===== src/design/sstf_pkg.sv =====
`timescale 1ns / 1ps
// ----------------------------------------------------------------------------
// sstf_pkg
// Shared types, constants and the control program of the SSTF scheduler.
// ----------------------------------------------------------------------------
package sstf_pkg;

    // Port widths fixed by the interface.
    localparam int TRACK_W = 16;
    localparam int SEEK_W  = 22;

    // Defaults for the top-level parameters.
    localparam int QUEUE_DEPTH_DEF = 64;
    localparam int TRACK_BITS_DEF  = 16;

    // Input command codes.
    localparam logic CMD_LOAD = 1'b0;
    localparam logic CMD_RUN  = 1'b1;

    // Program steps; the step counter holds one of these.
    typedef enum logic [2:0] {
        ST_FETCH      = 3'd0,
        ST_SCAN_START = 3'd1,
        ST_SCAN       = 3'd2,
        ST_SERVE      = 3'd3,
        ST_EMIT       = 3'd4,
        ST_CHECK      = 3'd5,
        ST_FINISH     = 3'd6,
        ST_EMIT_OVF   = 3'd7
    } t_step;

    // Datapath operation of one control word.
    typedef enum logic [2:0] {
        OP_FETCH,
        OP_SCAN_START,
        OP_SCAN,
        OP_SERVE,
        OP_EMIT,
        OP_NOP,
        OP_FINISH
    } t_op;

    // Jump condition of one control word.
    typedef enum logic [2:0] {
        COND_ALWAYS,
        COND_DISPATCH,
        COND_SCAN_DONE,
        COND_OUT_TAKEN,
        COND_MORE
    } t_cond;

    typedef struct packed {
        t_op   op;
        t_cond cond;
        t_step target;
    } t_uop;

    // Control store. A condition that is false falls through to the next
    // step, except for waits, which hold the current step.
    function automatic t_uop uop_rom(input t_step s);
        t_uop u;
        unique case (s)
            ST_FETCH:      u = '{OP_FETCH,      COND_DISPATCH,  ST_FETCH};
            ST_SCAN_START: u = '{OP_SCAN_START, COND_ALWAYS,    ST_SCAN};
            ST_SCAN:       u = '{OP_SCAN,       COND_SCAN_DONE, ST_SERVE};
            ST_SERVE:      u = '{OP_SERVE,      COND_ALWAYS,    ST_EMIT};
            ST_EMIT:       u = '{OP_EMIT,       COND_OUT_TAKEN, ST_CHECK};
            ST_CHECK:      u = '{OP_NOP,        COND_MORE,      ST_SCAN_START};
            ST_FINISH:     u = '{OP_FINISH,     COND_ALWAYS,    ST_FETCH};
            ST_EMIT_OVF:   u = '{OP_EMIT,       COND_OUT_TAKEN, ST_FETCH};
        endcase
        return u;
    endfunction

endpackage


===== src/design/sstf_disk_scheduler.sv =====
`timescale 1ns / 1ps
// ----------------------------------------------------------------------------
// sstf_disk_scheduler
// Shortest-seek-time-first request scheduler run by a small microprogram.
// ----------------------------------------------------------------------------
// Usage. The input channel (i_valid / o_ready) carries beats of i_cmd and
// i_track. A load beat appends one request track to the queue. A load into
// a full queue is dropped, and one result beat with o_queue_overflow set and
// all other fields zero is offered in the very next cycle.
// A run beat sets the head track and serves every queued request nearest
// first; ties go to the earliest-loaded request. The output channel
// (o_valid / i_ready) carries one result beat per served request with the
// served track, the distance moved, the running seek total and a last flag.
// A run on an empty queue gives no beat. After a run the queue is empty.
// Steps. Each result comes from a scan-start step, a scan that reads one
// queue entry per cycle from the request memory, then a serve step, the
// output beat and a check step.
// Only one input beat is worked on at a time; o_ready is high only while
// the sequencer sits at its fetch step.
// Stalls. While i_ready is low the sequencer holds at the emit step and the
// result registers keep their value.
// Reset. A synchronous active-low reset empties the queue, clears the served
// marks, zeroes head and seek total and starts the program at fetch.
// ----------------------------------------------------------------------------
module sstf_disk_scheduler #(
    parameter int QUEUE_DEPTH = sstf_pkg::QUEUE_DEPTH_DEF,
    parameter int TRACK_BITS  = sstf_pkg::TRACK_BITS_DEF
) (
    input  logic                         i_clk,
    input  logic                         i_rst_n,
    input  logic                         i_valid,
    output logic                         o_ready,
    input  logic                         i_cmd,
    input  logic [sstf_pkg::TRACK_W-1:0] i_track,
    output logic                         o_valid,
    input  logic                         i_ready,
    output logic [sstf_pkg::TRACK_W-1:0] o_served_track,
    output logic [sstf_pkg::TRACK_W-1:0] o_move_distance,
    output logic [sstf_pkg::SEEK_W-1:0]  o_total_seek,
    output logic                         o_last_of_run,
    output logic                         o_queue_overflow
);
    import sstf_pkg::*;

    // Tracks wider than the port are cut to the port width.
    localparam int TRK_W = (TRACK_BITS < TRACK_W) ? TRACK_BITS : TRACK_W;
    localparam int IDX_W = (QUEUE_DEPTH > 1) ? $clog2(QUEUE_DEPTH) : 1;
    localparam int CNT_W = $clog2(QUEUE_DEPTH + 1);
    localparam logic [CNT_W-1:0] DEPTH_CNT = CNT_W'(QUEUE_DEPTH);

    // Sequencer state.
    t_step r_step, n_step;
    t_uop  uop;

    // Request memory, one write and one registered read port.
    logic [TRK_W-1:0] r_mem [QUEUE_DEPTH];
    logic [TRK_W-1:0] r_rd_data;
    logic [IDX_W-1:0] rd_addr;
    logic             mem_we;

    // Datapath registers.
    logic [QUEUE_DEPTH-1:0] r_marks;
    logic [CNT_W-1:0]       r_count;
    logic [CNT_W-1:0]       r_served;
    logic [TRK_W-1:0]       r_head;
    logic [SEEK_W-1:0]      r_seek_sum;
    logic [IDX_W-1:0]       r_scan_idx;
    logic                   r_found;
    logic [IDX_W-1:0]       r_best_idx;
    logic [TRK_W-1:0]       r_best_trk;
    logic [TRK_W-1:0]       r_best_dist;

    logic [TRK_W-1:0]  in_trk;
    logic              in_fire;
    logic              out_fire;
    logic              queue_full;
    logic              scan_last;
    logic              take_entry;
    logic [TRK_W-1:0]  scan_dist;
    logic [SEEK_W-1:0] seek_next;

    assign uop        = uop_rom(r_step);
    assign in_trk     = i_track[TRK_W-1:0];
    assign o_ready    = (uop.op == OP_FETCH);
    assign o_valid    = (uop.op == OP_EMIT);
    assign in_fire    = i_valid && o_ready;
    assign out_fire   = o_valid && i_ready;
    assign queue_full = (r_count >= DEPTH_CNT);
    assign scan_last  = (CNT_W'(r_scan_idx) == (r_count - CNT_W'(1)));
    assign scan_dist  = (r_rd_data >= r_head) ? (r_rd_data - r_head)
                                              : (r_head - r_rd_data);
    // The entry under the scan wins only if it is pending and strictly
    // nearer, so the earliest-loaded entry keeps a tie.
    assign take_entry = !r_marks[r_scan_idx] && (!r_found || scan_dist < r_best_dist);
    assign seek_next  = r_seek_sum + SEEK_W'(r_best_dist);
    assign mem_we     = in_fire && (i_cmd == CMD_LOAD) && !queue_full;

    // Next step from the jump condition of the current control word.
    always_comb begin
        n_step = r_step;
        unique case (uop.cond)
            COND_ALWAYS: begin
                n_step = uop.target;
            end
            COND_DISPATCH: begin
                if (in_fire) begin
                    if (i_cmd == CMD_LOAD) begin
                        n_step = queue_full ? ST_EMIT_OVF : uop.target;
                    end else begin
                        n_step = (r_count == '0) ? uop.target : ST_SCAN_START;
                    end
                end
            end
            COND_SCAN_DONE: begin
                if (scan_last) n_step = uop.target;
            end
            COND_OUT_TAKEN: begin
                if (out_fire) n_step = uop.target;
            end
            COND_MORE: begin
                n_step = (r_served < r_count) ? uop.target : t_step'(r_step + 3'd1);
            end
            default: begin
                n_step = ST_FETCH;
            end
        endcase
    end

    always_comb begin
        rd_addr = '0;
        if (uop.op == OP_SCAN) begin
            rd_addr = r_scan_idx + IDX_W'(1);
        end
    end

    always_ff @(posedge i_clk) begin
        if (!i_rst_n) begin
            r_step <= ST_FETCH;
        end else begin
            r_step <= n_step;
        end
    end

    always_ff @(posedge i_clk) begin
        if (mem_we) begin
            r_mem[r_count[IDX_W-1:0]] <= in_trk;
        end
        r_rd_data <= r_mem[rd_addr];
    end

    // Control-side registers.
    always_ff @(posedge i_clk) begin
        if (!i_rst_n) begin
            r_marks    <= '0;
            r_count    <= '0;
            r_served   <= '0;
            r_head     <= '0;
            r_seek_sum <= '0;
            r_found    <= 1'b0;
        end else begin
            case (uop.op)
                OP_FETCH: begin
                    if (mem_we) begin
                        r_marks[r_count[IDX_W-1:0]] <= 1'b0;
                        r_count <= r_count + CNT_W'(1);
                    end
                    if (in_fire && i_cmd == CMD_RUN) begin
                        r_head     <= in_trk;
                        r_seek_sum <= '0;
                        r_served   <= '0;
                    end
                end
                OP_SCAN_START: begin
                    r_found <= 1'b0;
                end
                OP_SCAN: begin
                    if (take_entry) r_found <= 1'b1;
                end
                OP_SERVE: begin
                    r_marks[r_best_idx] <= 1'b1;
                    r_head     <= r_best_trk;
                    r_seek_sum <= seek_next;
                    r_served   <= r_served + CNT_W'(1);
                end
                OP_FINISH: begin
                    r_marks <= '0;
                    r_count <= '0;
                end
                default: begin
                end
            endcase
        end
    end

    // Scan pointer, best candidate and result registers.
    always_ff @(posedge i_clk) begin
        case (uop.op)
            OP_FETCH: begin
                if (in_fire && i_cmd == CMD_LOAD && queue_full) begin
                    o_served_track   <= '0;
                    o_move_distance  <= '0;
                    o_total_seek     <= '0;
                    o_last_of_run    <= 1'b0;
                    o_queue_overflow <= 1'b1;
                end
            end
            OP_SCAN_START: begin
                r_scan_idx <= '0;
            end
            OP_SCAN: begin
                r_scan_idx <= r_scan_idx + IDX_W'(1);
                if (take_entry) begin
                    r_best_idx  <= r_scan_idx;
                    r_best_trk  <= r_rd_data;
                    r_best_dist <= scan_dist;
                end
            end
            OP_SERVE: begin
                o_served_track   <= TRACK_W'(r_best_trk);
                o_move_distance  <= TRACK_W'(r_best_dist);
                o_total_seek     <= seek_next;
                o_last_of_run    <= ((r_served + CNT_W'(1)) == r_count);
                o_queue_overflow <= 1'b0;
            end
            default: begin
            end
        endcase
    end

endmodule

===== config.mk =====
export PLATFORM = sky130hd
export DESIGN_NAME = sstf_disk_scheduler
export DESIGN_NICKNAME = d
export VERILOG_FILES = /design/src/design/sstf_pkg.sv /design/src/design/sstf_disk_scheduler.sv
export SDC_FILE = /design/constraint.sdc
export NUM_CORES = 2
export LEC_CHECK = 0
export BUFFER_PORTS_ARGS = -buffer_cell sky130_fd_sc_hd__buf_2
export CELL_PAD_IN_SITES_DETAIL_PLACEMENT = 1
export CELL_PAD_IN_SITES_GLOBAL_PLACEMENT = 1
export CORE_AREA = 10 10 322 324
export DETAILED_ROUTE_END_ITERATION = 12
export DIE_AREA = 0 0 332 334
export GPL_ROUTABILITY_DRIVEN = 0
export MAX_ROUTING_LAYER = met4
export PLACE_DENSITY_LB_ADDON = 0.1
export RECOVER_POWER = 25
export SLEW_MARGIN = 10
export SYNTH_ARGS = -nofsm -noshare
export SYNTH_HDL_FRONTEND = slang
export SYNTH_SLANG_ARGS = --single-unit

===== constraint.sdc =====
create_clock -name i_clk -period 15.4 [get_ports i_clk]
set_clock_uncertainty 0.05 [all_clocks]
set_input_delay 3.08 -clock i_clk [delete_from_list [all_inputs] [get_ports i_clk]]
set_output_delay 3.08 -clock i_clk [all_outputs]
set_load 0.02 [all_outputs]

Word level (Yosys, flattened, before mapping)
Memories as Yosys holds them, arrays and structs flattened. A register that Yosys moved wholly into a read port is not among the register bits.
Cells that the tools add are included.
{ "word_totals": {"register_bits": 220, "mem_bits_rw": 1024, "rom_bits": 72, "input_bits": 21, "out_inout_bits": 58, "wordCells": 126, "mem_count": 2} }
{ "classes": {"addsub": 8, "magnitude_cmp": 9, "n_eq_ne": 18, "muxes": 42, "bitwise_logic": 4, "reduce_logical": 27} }
{ "memory_table": {"columns": ["memory", "words", "word_bits", "rd", "rd_ports_with_merged_regs", "wr", "line", "rtl"], "rows": [
  ["r_mem", 64, 16, 1, 1, 1, "sstf_disk_scheduler.sv:56", "logic [TRK_W-1:0] r_mem [QUEUE_DEPTH];"],
  ["(no name shown)", 8, 9, 1, 1, 0, "sstf_pkg.sv:62", "unique case (s)"]
]} }
{ "ops": {"columns": ["cell", "n"], "rows": [
  ["$pmux W64 S3", 1],
  ["$pmux W16 S2", 3],
  ["$pmux W22 S2", 2],
  ["$and A64 B64 Y64", 1],
  ["$mux W64", 1],
  ["$not A64 Y64", 1],
  ["$or A64 B64 Y64", 1],
  ["$mux W16", 3],
  ["$mux W22", 2],
  ["$sub A16 B16 Y16", 2],
  ["$pmux W7 S2", 2],
  ["$mux W3", 9],
  ["$add A22 B16 Y22", 1],
  ["$lt A6 B7 Y1 const B", 3],
  ["$ge A16 B16 Y1", 1],
  ["$lt A16 B16 Y1", 1],
  ["$pmux W3 S5", 1],
  ["$add A7 B1 Y7 const B", 2],
  ["$mux W7", 2],
  ["$demux W1 S6", 2],
  ["$eq A3 B2 Y1 const B", 4],
  ["$ge A6 B1 Y1 const B", 2],
  ["$pmux W6 S2", 1],
  ["$reduce_and A2 Y1", 6],
  ["other kinds (24)", 54]
]} }

Longest topological paths before layout
{ "depth": {"word_depth": 8, "ltp_mapped": 21, "ltp_nobuf": 21} }

Worst setup path before layout
OpenSTA, ideal clock, no wires.
{ "synth_timing": {"kind": "input -> register", "start": "input i_valid", "end": "register o_last_of_run (enable)", "setup_time_ns": 0.554, "t_arrival_ns": 7.306, "t_required_ns": 14.796, "setup_slack_ns": 7.490, "path_stages": 2, "n_path_buf": 0, "path_cell_list": "nand2_1 -> o31ai_1"} }
{ "synth_between": {"elab_chain_len": 5} }
{ "synth_lines": {"columns": ["element", "line", "rtl"], "rows": [
  ["from (decl)", "sstf_disk_scheduler.sv:31", "input logic i_valid,"],
  ["$logic_and A1 B1 Y1", "sstf_disk_scheduler.sv:86", "assign in_fire = i_valid && o_ready;"],
  ["$logic_and A1 B1 Y1 (2 in series)", "sstf_disk_scheduler.sv:199", "if (in_fire && i_cmd == CMD_LOAD && queue_full) begin"],
  ["$ne A2 B1 Y1 (no source line)", null, null],
  ["$reduce_and A2 Y1 (no source line)", null, null],
  ["to (signal assigned)", "sstf_disk_scheduler.sv:222", "o_last_of_run <= ((r_served + CNT_W'(1)) == r_count);"],
  ["to (decl)", "sstf_disk_scheduler.sv:40", "output logic o_last_of_run,"]
]} }
Every way passes these cells.
A chain may end at the register's enable or synchronous reset.

Final worst setup path
{ "layout_timing": {"start": "register uop[7] (netlist name)", "end": "register r_rd_data[7] (read register of r_mem)"} }
{ "layout_between": {"elab_chain_len": 2} }
{ "layout_lines": {"columns": ["element", "line", "rtl"], "rows": [
  ["$eq A3 B2 Y1", "sstf_disk_scheduler.sv:131", "if (uop.op == OP_SCAN) begin"],
  ["$mux W6", "sstf_disk_scheduler.sv:131", null],
  ["to (decl)", "sstf_disk_scheduler.sv:57", "logic [TRK_W-1:0] r_rd_data;"]
]} }
Every way passes these cells.

==> results.sh <==
export IMPL_outcome="finished, violations left"
export IMPL_violations="capacitance limit, slew limit"
export IMPL_wl_per_cell_um=30.9
export IMPL_cts_tree="done"
export IMPL_netlist_instances=3988
export IMPL_setup_viol=0
export IMPL_critical_path_max_fanout=76
export IMPL_cts_max_level=4
export IMPL_cts_root_buf="clkbuf_16"
export IMPL_ys_warn_count=0
export IMPL_synth_avg_cell_area_um2=13.3
export IMPL_num_vias=35800
export IMPL_grt_pass1_wl_um=245000
export IMPL_fin_crit_ns=8.32
export IMPL_chipHeight_um=334
export IMPL_async_flop_share_pct=0
export IMPL_timing_fmax_ghz=0.120
export IMPL_grt_pass1_vias=36400
export IMPL_ys_seq_elements=1269
export IMPL_rsz0062_at_grt="no"
export IMPL_grt_overflow=0
export IMPL_clk_latency_ns=0.75
export IMPL_cts_hold_buf=0
export IMPL_fin_crit_sh_pct=54.0
export IMPL_grt_max_degree=137
export IMPL_final_hold_violation_count=0
export IMPL_clk_path_buf_depth=3
export IMPL_drtAntennaViolNets=0
export IMPL_crit_arrival_ns=8.92
export IMPL_die_area_um2=111000
export IMPL_hp_class="flip-flop to flip-flop"
export IMPL_layout_drive_gt1_share_pct=10.9
export IMPL_required_ns=16.00
export IMPL_clock_sinks=1269
export IMPL_hpwlAfterDp_um=101000
export IMPL_syn_to_final_growth_pct=11.2
export IMPL_grt_util_all_layers_pct=30.3
export IMPL_avgViaCountPerCell=6.61
export IMPL_rr_worst_depth=11
export IMPL_rows=115
export IMPL_drc_errors=0
export IMPL_chipWidth_um=332
export IMPL_synth_edff_count=1124
export IMPL_power_density_nw_per_um2=175
export IMPL_drv_cap=17
export IMPL_drt_wl_total_um=167000
export IMPL_postCtsSetupRepairBufs=0
export IMPL_ys_flop_type="edfxtp_1"
export IMPL_core_um2=97600
export IMPL_maxSlewViolCount=907
export IMPL_synth_distinct_cells=81
export IMPL_slew_headroom_pct=-194
export IMPL_syn_area_um2=53000
export IMPL_synth_area_top_cells="edfxtp_1 64%, dfxtp_1 5.5%, nand2_1 3.5%, mux4_2 2.1%, a211oi_1 1.9%"
export IMPL_tns_ns=0
export IMPL_r2r_start="uop[7]$_DFF_P_"
export IMPL_path_class="flip-flop to flip-flop"
export IMPL_io_pins=79
export IMPL_antenna_found_initial=2
export IMPL_worstSetupEndpointType="flip-flop"
export IMPL_r2r_end="r_rd_data[7]$_DFF_P_"
export IMPL_fill_cells=9393
export IMPL_cts_buffers_inserted=133
export IMPL_worstMarginPinSlew_ns=4.41
export IMPL_cts_clk_slew_worst_paths_ns=0.06
export IMPL_r2r_slack_ns=7.08
export IMPL_drt_initial_drc_count=4114
export IMPL_initial_core_util_pct=54.3
export IMPL_ir_worst_vdd_uv=177
export IMPL_power_leakage_nw=19.5
export IMPL_crit_end="r_rd_data[7]$_DFF_P_"
export IMPL_critPathLaunchType="flip-flop"
export IMPL_yosysTopAreaCellShare_pct=63.7
export IMPL_synth_fp_nets=4090
export IMPL_ys_seq_area_share_pct=69.2
export IMPL_crit_start="uop[7]$_DFF_P_"
export IMPL_p_total_mw=10.3
export IMPL_layout_nets=4119
export IMPL_yosysTopAreaCell="edfxtp_1"
export IMPL_post_cts_resized=0
export IMPL_io_buffers=78
export IMPL_first_pass_iters=6
placed cells by master (no fill, tap or decap), types with 32 or more instances in the layout:
master and count:
mux2i_1 70, ha_1 78, o22ai_1 68, buf_2 72, a31oi_1 64, buf_4 71
edfxtp_1 1124, inv_1 73, nand3_1 174, nand2_1 488, a21oi_1 128, xnor2_1 32
a211oi_1 131, o211ai_1 92, a311oi_1 68, nor2_2 43, dfxtp_1 145, nor3_1 41
mux4_2 49, and3_1 108, o21ai_0 111, a22oi_1 60, clkbuf_16 138, clkbuf_1 57
o21ai_1 87, nor2_1 200
cells by family after synthesis:
family / synth area share, %
flops: 69.2
simple gates: 10.2
compound gates: 11.5
buf+inv: 2.71
mux: 3.52
fa+ha+maj: 1.96
xor+xnor: 0.942
worst max-delay path, stage by stage (launching register included):
cell and delay, ns:
dfxtp_1 0.61, nor3b_1 2.57, buf_4 0.81, nand2_4 0.59, inv_8 0.76, buf_4 0.75
nand2_1 0.13, and3_1 0.27, a311oi_1 0.49, a311oi_1 0.14, nor3b_1 0.72, a211o_1 0.28
worst min-delay path by stage:
stage	to	from	depth (start not counted)	slack, ns
floorplan	r_best_trk[15]$_DFFE_PP_	r_rd_data[15]$_DFF_P_	0	0.36
global placement	r_best_trk[15]$_DFFE_PP_	r_rd_data[15]$_DFF_P_	0	0.39
detailed placement	r_best_trk[15]$_DFFE_PP_	r_rd_data[15]$_DFF_P_	0	0.41
CTS	r_best_trk[15]$_DFFE_PP_	r_rd_data[15]$_DFF_P_	0	0.43
global route	r_best_trk[15]$_DFFE_PP_	r_rd_data[15]$_DFF_P_	0	0.44
finish	r_best_trk[15]$_DFFE_PP_	r_rd_data[15]$_DFF_P_	0	0.42
where the power goes:
part / switching [mW] / total (mW) / internal [mW] / leakage (nW)
Clock: 1.33 / 3.15 / 1.82 / 2.06
Sequential: 0.133 / 4.07 / 3.93 / 11.2
Combinational: 2.13 / 3.07 / 0.938 / 6.20
Total: 3.59 / 10.3 / 6.70 / 19.5
flip-flops by register name (all words and copies together), names as in the netlist:
signal,count
o_last_of_run,1
o_move_distance,16
o_queue_overflow,1
o_served_track,16
o_total_seek,22
r_best_dist,16
r_best_idx,6
r_best_trk,16
r_count,7
r_found,1
r_head,16
r_marks,64
r_mem,1024
r_rd_data,16
r_scan_idx,6
r_seek_sum,22
r_served,7
r_step,3
uop,9
synth_stat cells, drive strengths merged (6+ instances only):
| cell type | number |
|---|---|
| a21oi | 128 |
| nand4 | 9 |
| o31ai | 6 |
| a211o | 7 |
| edfxtp | 1124 |
| ha | 78 |
| nand2 | 491 |
| nor2b | 16 |
| o21a | 14 |
| nor3 | 44 |
| nand2b | 6 |
| o311ai | 7 |
| a211oi | 131 |
| and3 | 108 |
| mux2i | 71 |
| o211ai | 92 |
| buf | 81 |
| clkbuf | 189 |
| mux4 | 49 |
| xnor2 | 32 |
| o22ai | 68 |
| dfxtp | 145 |
| o221ai | 8 |
| a31oi | 64 |
| nor4 | 15 |
| nor2 | 243 |
| or2 | 6 |
| xor2 | 25 |
| a21o | 21 |
| a22oi | 60 |
| o21ai | 198 |
| a311oi | 68 |
| nand3 | 175 |
| inv | 79 |
| nor3b | 13 |
| or3 | 30 |
| and2 | 28 |
per-layer routing:
| layer | track usage [%] | wire (um) | share of wire (%) | vias up |
|---|---|---|---|---|
| li1 | - | - | - | 15300 |
| met1 | 40.2 | 68100 | 41 | 18400 |
| met2 | 45.7 | 76900 | 46 | 1715 |
| met3 | 6.10 | 14900 | 8.9 | 345 |
| met4 | 12.4 | 7220 | 4.3 | 0 |
| met5 | - | 0 | 0 | - |
cell type report:
class                      instances  area, um^2  area share (%)
multi-input combinational       2368       15100            25.6
tap                             1287        1610            2.73
clock inverter                    57         494           0.839
timing repair buffer             164         988            1.68
sequential                      1269       36700            62.2
inverter                          81         319           0.542
antenna                            1        2.50         0.00425
clock buffer                     187        3760            6.38
stage by stage:
stage / utilization [%] / std cells / setup slack [ns] / hold slack [ns] / area, um^2
after CTS: 60.5 / 5413 / 8.97 / 0.426 / 59000
after detailed placement: 56.1 / 5169 / 8.31 / 0.406 / 54700
after global routing: 60.4 / 5413 / 6.77 / 0.439 / 58900
after global placement: 56.1 / 5169 / 8.39 / 0.395 / 54700
final: 60.4 / 5414 / 7.08 / 0.422 / 58900
after floorplan: - / 3988 / 7.49 / 0.365 / 53000
Note: power is estimated with default switching activity, not from simulation.
